**config.mk**
```make
export PLATFORM = sky130hd
export DESIGN_NAME = pfr_outq
export DESIGN_NICKNAME = d
export VERILOG_FILES = /design/src/hdl/pfr_pkg.sv /design/src/hdl/pfr_outq.sv
export SDC_FILE = /design/constraint.sdc
export NUM_CORES = 1
export LEC_CHECK = 0
export BUFFER_PORTS_ARGS = -buffer_cell sky130_fd_sc_hd__buf_2
export CAP_MARGIN = 20
export CORE_ASPECT_RATIO = 0.75
export CORE_UTILIZATION = 54
export DETAILED_ROUTE_END_ITERATION = 10
export HOLD_SLACK_MARGIN = 0.06
export PLACE_DENSITY = 0.8
export RECOVER_POWER = 100
export SYNTH_ARGS = -nofsm -noshare
export SYNTH_HDL_FRONTEND = slang
export SYNTH_SLANG_ARGS = --single-unit
```
**constraint.sdc**
```tcl
create_clock -name clk -period 3.8 [get_ports clk]
set_input_delay 0.38 -clock clk [delete_from_list [all_inputs] [get_ports clk]]
set_output_delay 0.38 -clock clk [all_outputs]
set_load 0.01 [all_outputs]
```
**src/hdl/pfr_pkg.sv**
```systemverilog
// ----------------------------------------------------------------------------
// pfr_pkg: shared definitions for the packet frame ring
// Operation and status codes, field widths, parameter defaults, result type.
// ----------------------------------------------------------------------------
`default_nettype none

package pfr_pkg;

  localparam int RING_SLOTS_DEF  = 16;
  localparam int FRAME_BYTES_DEF = 2048;

  localparam int OP_W      = 2;
  localparam int LEN_IN_W  = 16;
  localparam int BYTE_W    = 8;
  localparam int LEN_OUT_W = 12;
  localparam int ST_W      = 3;

  typedef enum logic [OP_W-1:0] {
    OP_BEGIN = 2'd0,
    OP_DATA  = 2'd1,
    OP_POP   = 2'd2,
    OP_NONE  = 2'd3
  } pfr_op_t;

  typedef enum logic [ST_W-1:0] {
    ST_OK       = 3'd0,
    ST_OVERFLOW = 3'd1,
    ST_FULL     = 3'd2,
    ST_EMPTY    = 3'd3,
    ST_NOPUSH   = 3'd4
  } pfr_status_t;

  typedef struct packed {
    pfr_status_t            status;
    logic [BYTE_W-1:0]      data_byte;
    logic [LEN_OUT_W-1:0]   frame_length;
    logic                   last;
  } pfr_result_t;

endpackage

`default_nettype wire

```
**src/hdl/pfr_outq.sv**
```systemverilog
// ----------------------------------------------------------------------------
// pfr_outq: two-word result queue
// Decouples the result channel from the control so a stall blocks only once it is full.
// ----------------------------------------------------------------------------
`default_nettype none

module pfr_outq import pfr_pkg::*; (
  input  wire logic         clk,
  input  wire logic         rst_n,
  input  wire logic         wr_en,
  input  wire pfr_result_t  wr_data,
  output logic              room,
  output logic              out_valid,
  input  wire logic         out_ready,
  output pfr_result_t       out_data
);

  pfr_result_t q_r [2];
  logic        wp_r, rp_r;
  logic [1:0]  cnt_r, cnt_nxt;
  logic        rd_en;

  assign out_valid = (cnt_r != 2'd0);
  assign room      = (cnt_r != 2'd2);
  assign rd_en     = out_valid && out_ready;
  assign out_data  = q_r[rp_r];

  always_comb begin
    cnt_nxt = cnt_r;
    if (wr_en && !rd_en) begin
      cnt_nxt = cnt_r + 2'd1;
    end else if (!wr_en && rd_en) begin
      cnt_nxt = cnt_r - 2'd1;
    end
  end

  always_ff @(posedge clk) begin
    if (wr_en) begin
      q_r[wp_r] <= wr_data;
    end
  end

  always_ff @(posedge clk) begin
    if (!rst_n) begin
      wp_r  <= 1'b0;
      rp_r  <= 1'b0;
      cnt_r <= 2'd0;
    end else begin
      cnt_r <= cnt_nxt;
      if (wr_en) begin
        wp_r <= ~wp_r;
      end
      if (rd_en) begin
        rp_r <= ~rp_r;
      end
    end
  end

endmodule

`default_nettype wire

```
Word level (Yosys, flattened, before mapping)

Memories as Yosys holds them, arrays and structs flattened. A register that Yosys moved wholly into a read port is not among the register bits.
Index checks and enable logic that the tools add are counted.

Memories: 1
Input bits: 28
Logic and storage cells: 22
Register bits after elaboration: 4
Memory bits (writable): 48
Output and inout bits: 26

Memory list:

| name | words | width | read ports | clocked after memory_dff | wr ports | line           | RTL |
|---|---|---|---|---|---|---|---|
| q_r  | 2     | 24    | 1          | 1                        | 1        | pfr_outq.sv:18 | `pfr_result_t q_r [2];` |

Equal/unequal tests: 1
$add $sub $neg: 2
Reduce and logical (&&, ||, !) cells: 7
Muxes and demuxes: 6
Bitwise logic cells: 2

Operator list:

| kind                | count |
|---|---|
| $mux 1              | 4 |
| $mux 2              | 2 |
| $reduce_bool 2->1   | 2 |
| $logic_and 1x1->1   | 3 |
| $add 2x1->2 const B | 1 |
| $logic_not 1->1     | 2 |
| $ne 2x2->1 const B  | 1 |
| $not 1->1           | 2 |
| $sub 2x1->2 const B | 1 |

Depth between registers and ports, before layout

Gate-level depths: netlist of run 1.

Depth in word-level cells: 5
Depth in mapped cells: 5
Depth with buffers taken out: 5

Worst setup path after synthesis of run 1

No wires, ideal clock.

Kind: in2reg
From: input wr_en
To: memory q_r[0][0] (netlist bit) (enable)
Path slack: 1.874 ns
Stages: 1
Path buffers: 0
Arrival time: 1.517 ns
Required time: 3.391 ns
Cells stage by stage: nor2b_1

Word-level cells in the longest chain between the ends: 2

Ends and longest elaborated chain:

| what                         | line           | RTL |
|---|---|---|
| from (decl)                  | pfr_outq.sv:10 | `input wire logic wr_en,` |
| $mux 1                       | pfr_outq.sv:38 | `if (wr_en) begin` |
| $mux 1 (implied by the code) | pfr_outq.sv:39 | `q_r[wp_r] <= wr_data;` |
| to (decl)                    | pfr_outq.sv:18 |  |

No other way between the ends.

==> results of run 1 <==
==> per-layer routing <==
layer | vias up | wire (um)
li1 | 490 | -
met1 | 468 | 1314
met2 | 37 | 1482
met3 | 8 | 158
met4 | 0 | 61
met5 | - | 0
==> report_power, final <==
| group | switching [W] | internal (W) |
|---|---|---|
| clock network | 0.000170 | 0.000191 |
| logic | 0.000171 | 0.000141 |
| registers | 0.0000254 | 0.000686 |
| total | 0.000366 | 0.00102 |
==> final timing paths <==
path,start,end,depth (start not counted)
setup / recovery,flip-flop,out_data[2],3
hold reg to reg,cnt_r[1],cnt_r[1],2
hold / removal,wr_data[19],q_r[0][19],1
setup reg to reg,wp_r,q_r[1][22],2
==> kinds of logic (layout without fill, tap and decap cells) <==
family,count (synthesis),after routing
AOI/OAI and AO/OA,4,4
xor gates and xnor gates,3,3
DFF,53,53
buffers and inverters,3,63
adders and majority gates,1,1
and+or+nand+nor,9,9
muxes,24,24
==> through the flow <==
step	power [W]	cell area, um^2	setup slack [ns]	utilization [%]	instances
detailed placement	0.001058	2257	1.795	66.81	188
floorplan	0.0009482	1952	1.874	-	97
global placement	0.001045	2257	1.842	66.81	188
CTS	0.001416	2361	1.467	69.89	195
global route	0.001452	2317	1.120	68.59	197
finish	0.001384	2317	1.250	68.59	197
==> worst register-to-register path: cells and delay by family (launching register included) <==
family / cells / cell delay (ns)
simple gates: 1 / 0.36
buf+inv: 1 / 0.84
flops: 1 / 0.36
==> synthesized netlist by cell type <==
cell type,instances
o21ai_1,1
xor2_1,1
ha_1,1
mux2_2,2
o21ai_0,1
dfxtp_1,5
a21boi_1,1
or3_1,1
o21a_1,1
nand2b_1,1
edfxtp_1,48
mux2_1,22
nor2b_1,2
and2_1,4
or2_2,1
xnor2_1,2
buf_4,2
buf_2,1
==> layout make-up <==
cell class,count,area [um^2],area share (%)
sequential,53,1541,66.52
multi-input combinational,41,392.9,16.95
timing repair buffer,56,229.0,9.881
clock buffer,5,68.82,2.970
tap,40,50.05,2.160
clock inverter,2,35.03,1.512
==> registers in the layout, summed over array words and instances (netlist names), named ones only <==
name,count
rp_r,1
wp_r,1
q_r,48
cnt_r,2
==> flow_metrics.env, run 1 <==
export IMPL_cts_hold_buf=0
export IMPL_cts_tree="built"
export IMPL_groute_layer_met1_usage_pct=20.27
export IMPL_synth_area_leader_cell="edfxtp_1"
export IMPL_dieHeight_um=54.07
export IMPL_largest_incremental_delay_on_the_critical_path_ns=0.91
export IMPL_crit_required_ns=3.42
export IMPL_clock_sinks=53
export IMPL_post_synth_main_area_contributors="edfxtp_1, mux2_1, dfxtp_1, and2_1, mux2_2"
export IMPL_dieArea_mm2=0.003861
export IMPL_viasPerCell=5.091
export IMPL_yosys_area_share_adder_pct=0.6410
export IMPL_syn_area_mm2=0.001952
export IMPL_post_cts_buffers=0
export IMPL_final_hold_worst_slack_ns=0.2574
export IMPL_cp_start_kind="flip-flop"
export IMPL_detailroute_via_count=1003
export IMPL_finish_net_count=186
export IMPL_crit_path_top_delay_cell="clkbuf_1"
export IMPL_area_growth_pct=18.72
export IMPL_floorplan_core_area_mm2=0.003378
export IMPL_cts_root_to_sink_buffers=2
export IMPL_powerDensity_mw_per_mm2=597.4
export IMPL_tritoncts_num_buffers=5
export IMPL_timing_final_hold_violations=0
export IMPL_ctsHtreeMaxLevel=2
export IMPL_mean_instance_size_in_the_synthesized_netlist_um2=20.12
export IMPL_firstDrtPassIters=4
export IMPL_post_drt_wl_per_cell_um=15.31
export IMPL_setup_viol_count_final=0
export IMPL_timing_slew_headroom_pct=9.404
export IMPL_critPathBufInv=2
export IMPL_layout_common_cells="edfxtp_1, clkbuf_1, mux2_1"
export IMPL_worstSetupEndpointType="output port"
export IMPL_total_leakage_power_nw=0.7921
export IMPL_min_period_over_period_pct=67.12
export IMPL_warnings_synthesis=0
export IMPL_drive_above_1_share_pct=16.56
export IMPL_globalRouteMet2Util_pct=26.03
export IMPL_holdCritPathClass="input pin to flip-flop"
export IMPL_period_needed_ns=2.550
export IMPL_place_detailed_hpwl_um=1948
export IMPL_timing_critical_path_cells="clkbuf_1 -> mux2_1 -> clkbuf_1"
export IMPL_synth_net_count=126
export IMPL_worst_setup_path_type="flip-flop to output port"
export IMPL_number_of_i_o_port_buffers=53
export IMPL_final_common_cell="edfxtp_1"
export IMPL_yosys_register_bits=53
export IMPL_place_congestion=0.6154
export IMPL_post_synth_and_or_nand_nor_area_fraction_pct=2.885
export IMPL_synth_largest_type_area_fraction_pct=73.85
export IMPL_ys_seq_area_share_pct=78.97
export IMPL_maximum_number_of_pins_on_one_net_before_global_route_repair=26
export IMPL_drv_slew=0
export IMPL_cap_violations=0
export IMPL_synth_top_family_by_area="multiplexers"
export IMPL_rrSetupSlack_ns=1.87
export IMPL_initial_drc_count=46
export IMPL_grt_util_all_layers_pct=16.42
export IMPL_synth_mux_area_share_pct=13.85
export IMPL_drt_antenna_violating_nets=0
export IMPL_synth_lib_cells_used_distinct=18
export IMPL_rsz0062_at_grt="false"
export IMPL_ctsRootBufferMaster="clkbuf_8"
export IMPL_timing_critical_path_mode_cell="clkbuf_1"
export IMPL_postCtsResizedCells=0
export IMPL_std_cell_rows=18
export IMPL_fmaxAchievable_mhz=392.1
export IMPL_fin_setup_tns_ns=0
export IMPL_run_status="completed"
export IMPL_fillCellCount=239
export IMPL_overall_routed_net_length_um=3016
export IMPL_global_route_overflow_total=0
export IMPL_cp_max_fo=21
export IMPL_tightestPinTransition_ns=1.359
export IMPL_worst_setup_hold_path_clk_slew_ns=0.09
export IMPL_insertedDiodeCount=0
export IMPL_number_of_antenna_violations_at_the_first_check_in_global_routing=0
export IMPL_skew_ns=0.008779
export IMPL_horizontal_die_dimension_um=71.42
export IMPL_busiest_layer="met2"
export IMPL_post_synthesis_share_of_cell_area_spent_on_xor_and_xnor_gates_pct=1.346
export IMPL_ios=54
export IMPL_crit_family="buffers and inverters"
export IMPL_synth_compound_gate_area_share_pct=1.282
export IMPL_drc=0
export IMPL_grt_first_pass_wirelength_um=4374
export IMPL_via_count_of_the_first_global_routing_pass=951
export IMPL_groute_layer_met3_usage_pct=5.056
export IMPL_floorplan_initialDensity_pct=57.78
export IMPL_cells_after_synthesis=97
export IMPL_crit_arrival_ns=2.17
export IMPL_max_vdd_ir_drop_mv=0.5382
export IMPL_insertion_delay_ns=0.30
Note: power is estimated with default switching activity, not from simulation.
==> run 2, diff against run 1 <==
--- a/config.mk
+++ b/config.mk
@@ -8,10 +8,10 @@
 export BUFFER_PORTS_ARGS = -buffer_cell sky130_fd_sc_hd__buf_2
 export CAP_MARGIN = 20
 export CORE_ASPECT_RATIO = 0.75
-export CORE_UTILIZATION = 54
+export CORE_UTILIZATION = 51
 export DETAILED_ROUTE_END_ITERATION = 10
 export HOLD_SLACK_MARGIN = 0.06
-export PLACE_DENSITY = 0.8
+export PLACE_DENSITY = 0.76
 export RECOVER_POWER = 100
 export SYNTH_ARGS = -nofsm -noshare
 export SYNTH_HDL_FRONTEND = slang
==> constraint.sdc (replaced) <==
create_clock -name clk -period 2.5 [get_ports clk]
set_input_delay 0.25 -clock clk [delete_from_list [all_inputs] [get_ports clk]]
set_output_delay 0.25 -clock clk [all_outputs]
set_load 0.01 [all_outputs]
==> flow_metrics.env, run 2 (same netlist as run 1, synthesis figures left out) <==
export IMPL_run_status="completed"
export IMPL_cts_root_to_sink_buffers=2
export IMPL_number_of_antenna_violations_at_the_first_check_in_global_routing=0
export IMPL_clock_sinks=53
export IMPL_design_area_mm2=0.002342
export IMPL_worst_setup_path_type="flip-flop to output port"
export IMPL_tightestPinTransition_ns=1.369
export IMPL_maximum_number_of_pins_on_one_net_before_global_route_repair=26
export IMPL_floorplan_core_area_mm2=0.003661
export IMPL_drive_above_1_share_pct=17.72
export IMPL_fmaxAchievable_mhz=529.7
export IMPL_grt_first_pass_wirelength_um=4740
export IMPL_viasPerCell=4.852
export IMPL_worst_setup_hold_path_clk_slew_ns=0.09
export IMPL_final_common_cell="edfxtp_1"
export IMPL_horizontal_die_dimension_um=73.44
export IMPL_crit_arrival_ns=1.64
export IMPL_finalNonFillerCells=210
export IMPL_fin_setup_tns_ns=0
export IMPL_cp_start_kind="flip-flop"
export IMPL_cp_max_fo=24
export IMPL_ctsHtreeMaxLevel=2
export IMPL_rsz0062_at_grt="false"
export IMPL_cap_violations=0
export IMPL_insertion_delay_ns=0.30
export IMPL_placed_cells=202
export IMPL_setup_viol_count_final=0
export IMPL_ctsRootBufferMaster="clkbuf_8"
export IMPL_place_detailed_hpwl_um=1981
export IMPL_drv_slew=0
export IMPL_tritoncts_num_buffers=5
export IMPL_global_route_overflow_total=0
export IMPL_holdCritPathClass="input pin to flip-flop"
export IMPL_postCtsResizedCells=0
export IMPL_dieArea_mm2=0.004081
export IMPL_layout_common_cells="edfxtp_1, clkbuf_1, mux2_1"
export IMPL_timing_hold_worst_path_depth=1
export IMPL_largest_registers="q_r x48, cnt_r x2"
export IMPL_finish_net_count=186
export IMPL_period_needed_ns=1.888
export IMPL_r2r_cells=2
export IMPL_number_of_i_o_port_buffers=53
export IMPL_drt_antenna_violating_nets=0
export IMPL_grt_util_all_layers_pct=16.98
export IMPL_floorplan_initialDensity_pct=53.32
export IMPL_initial_drc_count=89
export IMPL_skew_ns=0.008568
export IMPL_via_count_of_the_first_global_routing_pass=1030
export IMPL_flip_flop_count_of_the_largest_register_after_layout=48
export IMPL_insertedDiodeCount=0
export IMPL_area_growth_pct=20.00
export IMPL_rr_endpoint="q_r[1][1]"
export IMPL_crit_required_ns=2.25
export IMPL_max_vdd_ir_drop_mv=0.5728
export IMPL_post_cts_buffers=0
export IMPL_post_drt_wl_per_cell_um=14.49
export IMPL_worstSetupEndpointType="output port"
export IMPL_place_congestion=0.6314
export IMPL_cts_tree="built"
export IMPL_total_leakage_power_nw=0.8012
export IMPL_rrSetupSlack_ns=0.63
export IMPL_std_cell_rows=19
export IMPL_timing_final_hold_violations=0
export IMPL_dieHeight_um=55.58
export IMPL_final_hold_worst_slack_ns=0.1331
export IMPL_worst_hold_startpoint="wr_data[15]"
export IMPL_ios=54
export IMPL_worst_r2r_startpoint="wp_r"
export IMPL_cts_hold_buf=0
export IMPL_firstDrtPassIters=6
export IMPL_placed_area_mm2=0.002287
export IMPL_overall_routed_net_length_um=3042
export IMPL_biggest_register="q_r"
export IMPL_detailroute_via_count=1019
export IMPL_holdPathEnd="q_r[1][15]"
export IMPL_powerDensity_mw_per_mm2=902.8
export IMPL_drc=0
export IMPL_timing_slew_headroom_pct=8.716
export IMPL_min_period_over_period_pct=75.52
==> run 2: cell count changes in the layout (fill, tap and decap cells not counted) <==
cell	delta
clkinv_2	-1
and2_0	-2
clkinv_4	+1
clkbuf_2	+1
and2_1	+2
buf_2	+1
clkbuf_1	-1
==> run 2: how the worst max path moves through the flow <==
stage	to	cells past startpoint
final	out_data[17]	3
after global routing	out_data[12]	3
after detailed placement	cnt_r[1]	4
after floorplan	q_r[0][0]	1
after global placement	out_data[21]	3
after CTS	out_data[1]	3
==> run 2: area by class of cell <==
type / count / area, um^2
Timing Repair Buffer: 56 / 231.5
Clock inverter: 2 / 38.79
Clock buffer: 6 / 72.57
Multi-Input combinational cell: 41 / 392.9
Fill cell: 297 / 1319
Tap cell: 52 / 65.06
Sequential cell: 53 / 1541
==> run 2: metrics by stage <==
stage / utilization [%] / worst slack (ns) / total power (W)
5_1_grt: 63.98 / 0.4567 / 0.002233
4_1_cts: 65.52 / 0.7850 / 0.002178
2_1_floorplan: - / 0.6638 / 0.001441
6_report: 63.98 / 0.6120 / 0.002114
3_5_place_dp: 62.47 / 1.089 / 0.001621
3_3_place_gp: 62.47 / 1.143 / 0.001603
==> run 2: where the power goes <==
| part | switching [W] | total [W] | internal [W] |
|---|---|---|---|
| registers | 0.0000323 | 0.00107 | 0.00104 |
| clock network | 0.000253 | 0.000553 | 0.000300 |
| logic | 0.000271 | 0.000487 | 0.000216 |
==> run 2: critical path, cell delays in order, from the launching register on <==
cell	delay [ns]
dfxtp_1	0.31
clkbuf_2	0.49
mux2_1	0.40
clkbuf_1	0.14
==> run 2: per-layer routing <==
metal / vias to the layer above / global-route usage, % / wire (um)
met2: 37 / 25.26 / 1503
met4: 0 / 8.242 / 33
met5: - / 0 / 0
met1: 494 / 20.85 / 1317
met3: 2 / 8.152 / 187
li1: 486 / - / -
==> run 3, diff against run 2 <==
--- a/config.mk
+++ b/config.mk
@@ -5,13 +5,14 @@
 export SDC_FILE = /design/constraint.sdc
 export NUM_CORES = 1
 export LEC_CHECK = 0
+export ABC_AREA = 1
 export BUFFER_PORTS_ARGS = -buffer_cell sky130_fd_sc_hd__buf_2
 export CAP_MARGIN = 20
 export CORE_ASPECT_RATIO = 0.75
 export CORE_UTILIZATION = 51
 export DETAILED_ROUTE_END_ITERATION = 10
 export HOLD_SLACK_MARGIN = 0.06
-export PLACE_DENSITY = 0.76
+export PLACE_DENSITY = 0.75
 export RECOVER_POWER = 100
 export SYNTH_ARGS = -nofsm -noshare
 export SYNTH_HDL_FRONTEND = slang
==> constraint.sdc (replaced) <==
create_clock -name clk -period 1.9 [get_ports clk]
set_input_delay 0.19 -clock clk [delete_from_list [all_inputs] [get_ports clk]]
set_output_delay 0.19 -clock clk [all_outputs]
set_load 0.01 [all_outputs]
==> flow_metrics.env, run 3 <==
export IMPL_maximum_number_of_pins_on_one_net_before_global_route_repair=16
export IMPL_overall_routed_net_length_um=3251
export IMPL_post_drt_wl_per_cell_um=14.32
export IMPL_floorplan_core_area_mm2=0.003780
export IMPL_area_growth_pct=14.36
export IMPL_grt_util_all_layers_pct=15.78
export IMPL_drive_above_1_share_pct=28.00
export IMPL_dieHeight_um=57.22
export IMPL_fmaxAchievable_mhz=623.1
export IMPL_rsz0062_at_grt="false"
export IMPL_power_switching_w=0.0005470
export IMPL_horizontal_die_dimension_um=75.62
export IMPL_cp_max_fo=11
export IMPL_synthArstFlopShare_pct=0
export IMPL_synth_net_count=140
export IMPL_via_count_of_the_first_global_routing_pass=1110
export IMPL_cts_root_to_sink_buffers=2
export IMPL_dominantRegCellSynth="edfxtp_1"
export IMPL_cells_after_synthesis=111
export IMPL_drc=0
export IMPL_power_frac_comb_pct=15.3
export IMPL_initial_drc_count=73
export IMPL_cp_start_kind="flip-flop"
export IMPL_power_switching_fraction_pct=23.73
export IMPL_rr_endpoint="q_r[1][0]"
export IMPL_final_common_cell="edfxtp_1"
export IMPL_flip_flop_count_of_the_largest_register_after_layout=48
export IMPL_share_clk_of_total_power_pct=25.2
export IMPL_placed_cells=219
export IMPL_synth_area_leader_cell="edfxtp_1"
export IMPL_r2r_cells=3
export IMPL_pwr_share_seq_pct=59.5
export IMPL_period_needed_ns=1.605
export IMPL_number_of_i_o_port_buffers=53
export IMPL_drt_antenna_violating_nets=0
export IMPL_worst_hold_startpoint="wr_data[22]"
export IMPL_viasPerCell=4.916
export IMPL_std_cell_rows=19
export IMPL_total_leakage_power_nw=0.9001
export IMPL_worst_r2r_startpoint="wp_r"
export IMPL_firstDrtPassIters=4
export IMPL_timing_final_hold_violations=0
export IMPL_insertedDiodeCount=0
export IMPL_insertion_delay_ns=0.29
export IMPL_skew_ns=0.006679
export IMPL_mean_instance_size_in_the_synthesized_netlist_um2=18.68
export IMPL_synth_edff_count=48
export IMPL_floorplan_initialDensity_pct=54.85
export IMPL_crit_arrival_ns=1.41
export IMPL_place_congestion=0.7157
export IMPL_crit_required_ns=1.71
export IMPL_dieArea_mm2=0.004327
export IMPL_biggest_register="q_r"
export IMPL_post_cts_buffers=0
export IMPL_timing_slew_headroom_pct=48.92
export IMPL_tritoncts_num_buffers=5
export IMPL_synth_lib_cells_used_distinct=15
export IMPL_holdCritPathClass="input pin to flip-flop"
export IMPL_finish_net_count=203
export IMPL_cts_hold_buf=0
export IMPL_largest_registers="q_r x48, cnt_r x2"
export IMPL_post_synth_main_area_contributors="edfxtp_1, mux2_4, dfxtp_1, mux2_2, buf_12"
export IMPL_place_detailed_hpwl_um=2345
export IMPL_detailroute_via_count=1116
export IMPL_warnings_synthesis=0
export IMPL_fin_setup_tns_ns=0
export IMPL_holdPathEnd="q_r[1][22]"
export IMPL_run_status="completed"
export IMPL_cap_violations=0
export IMPL_grt_first_pass_wirelength_um=4823
export IMPL_worst_setup_hold_path_clk_slew_ns=0.09
export IMPL_synth_largest_type_area_fraction_pct=69.52
export IMPL_power_internal_w=0.001759
export IMPL_timing_hold_worst_path_depth=1
export IMPL_ios=54
export IMPL_post_synth_most_frequent_cells="edfxtp_1, mux2_4, nand2_1"
export IMPL_finalNonFillerCells=227
export IMPL_tightestPinTransition_ns=0.7661
export IMPL_syn_area_mm2=0.002073
export IMPL_max_vdd_ir_drop_mv=0.5470
export IMPL_min_period_over_period_pct=84.47
export IMPL_worst_setup_path_type="flip-flop to output port"
export IMPL_layout_common_cells="edfxtp_1, buf_2, clkbuf_1"
export IMPL_worstSetupEndpointType="output port"
export IMPL_ys_seq_area_share_pct=74.35
export IMPL_ctsHtreeMaxLevel=2
export IMPL_setup_viol_count_final=0
export IMPL_rrSetupSlack_ns=0.43
export IMPL_postCtsResizedCells=0
export IMPL_number_of_antenna_violations_at_the_first_check_in_global_routing=0
export IMPL_yosys_register_bits=53
export IMPL_clock_sinks=53
export IMPL_drv_slew=0
export IMPL_yosys_cell_count_top_type="edfxtp_1"
export IMPL_cts_tree="built"
export IMPL_ctsRootBufferMaster="clkbuf_8"
export IMPL_powerDensity_mw_per_mm2=972.4
export IMPL_global_route_overflow_total=0
==> run 3: changes by cell type in the layout (fill, tap and decap cells not counted), moves of 2 or more <==
cell	change
buf_2	+19
clkbuf_1	-16
nand2_1	+10
inv_1	+8
nor2_1	+7
mux2_1	-4
and2_1	-3
mux2_2	+2
mux2_4	+2
xnor2_1	-2
==> run 3: worst max-delay path by stage <==
stage	startpoint	endpoint	slack, ns	depth (start not counted)
6_report	flip-flop	out_data[10]	0.30	3
5_1_grt	flip-flop	out_data[9]	0.21	3
4_1_cts	flip-flop	out_data[15]	0.35	3
3_5_place_dp	cnt_r[1]	cnt_r[1]	0.53	8
3_3_place_gp	flip-flop	out_data[21]	0.69	3
2_1_floorplan	wp_r	q_r[0][0]	0.15	1
==> run 3: routing by layer <==
layer	global-route usage, %	routed length (um)
met5	0	0
met1	19.37	1463
met4	7.407	44
met3	4.594	170
met2	25.77	1572
==> run 3: cells by family (layout without fill, tap and decap cells) <==
group | after synthesis | in the layout | share of synthesized area (%)
AND/OR/NAND/NOR | 19 | 19 | 3.621
AO/OA/AOI/OAI | 3 | 3 | 0.8446
buffers and inverters | 11 | 75 | 3.923
multiplexers | 24 | 24 | 16.66
flip-flops | 53 | 53 | 74.35
adder cells (fa/ha/maj) | 1 | 1 | 0.6034
==> run 3: critical path, cell delays in order (launching register included) <==
cell and delay (ns):
dfxtp_1 0.33, clkbuf_2 0.29, mux2_1 0.36, buf_2 0.14
==> run 3: cell type report <==
| class | instances | area (um^2) |
|---|---|---|
| sequential | 53 | 1541 |
| tap | 52 | 65.06 |
| clock buffer | 7 | 76.32 |
| multi-input combinational | 47 | 382.9 |
| inverter | 8 | 30.03 |
| fill | 316 | 1409 |
| clock inverter | 1 | 5.005 |
| timing repair buffer | 59 | 270.3 |
==> run 3: stage by stage <==
step                util, %  hold WS [ns]  power, W  setup WS (ns)  cell area, um^2
floorplan                 -        0.2889  0.001693         0.1476             2073
global placement      63.49        0.3783  0.001796         0.6860             2400
detailed placement    63.49        0.3845  0.001824         0.5328             2400
CTS                   65.64       0.07349  0.002401         0.3454             2481
global route          62.73       0.06711  0.002412         0.2089             2371
finish                62.73       0.08263  0.002306         0.2950             2371
==> run 3: power by group through the flow <==
stage | registers (W) | logic, W | clock network [W]
floorplan | 0.00139 | 0.000299 | 0
global placement | 0.00140 | 0.000401 | 0
detailed placement | 0.00140 | 0.000423 | 0
CTS | 0.00137 | 0.000423 | 0.000604
global route | 0.00138 | 0.000386 | 0.000650
finish | 0.00137 | 0.000352 | 0.000581
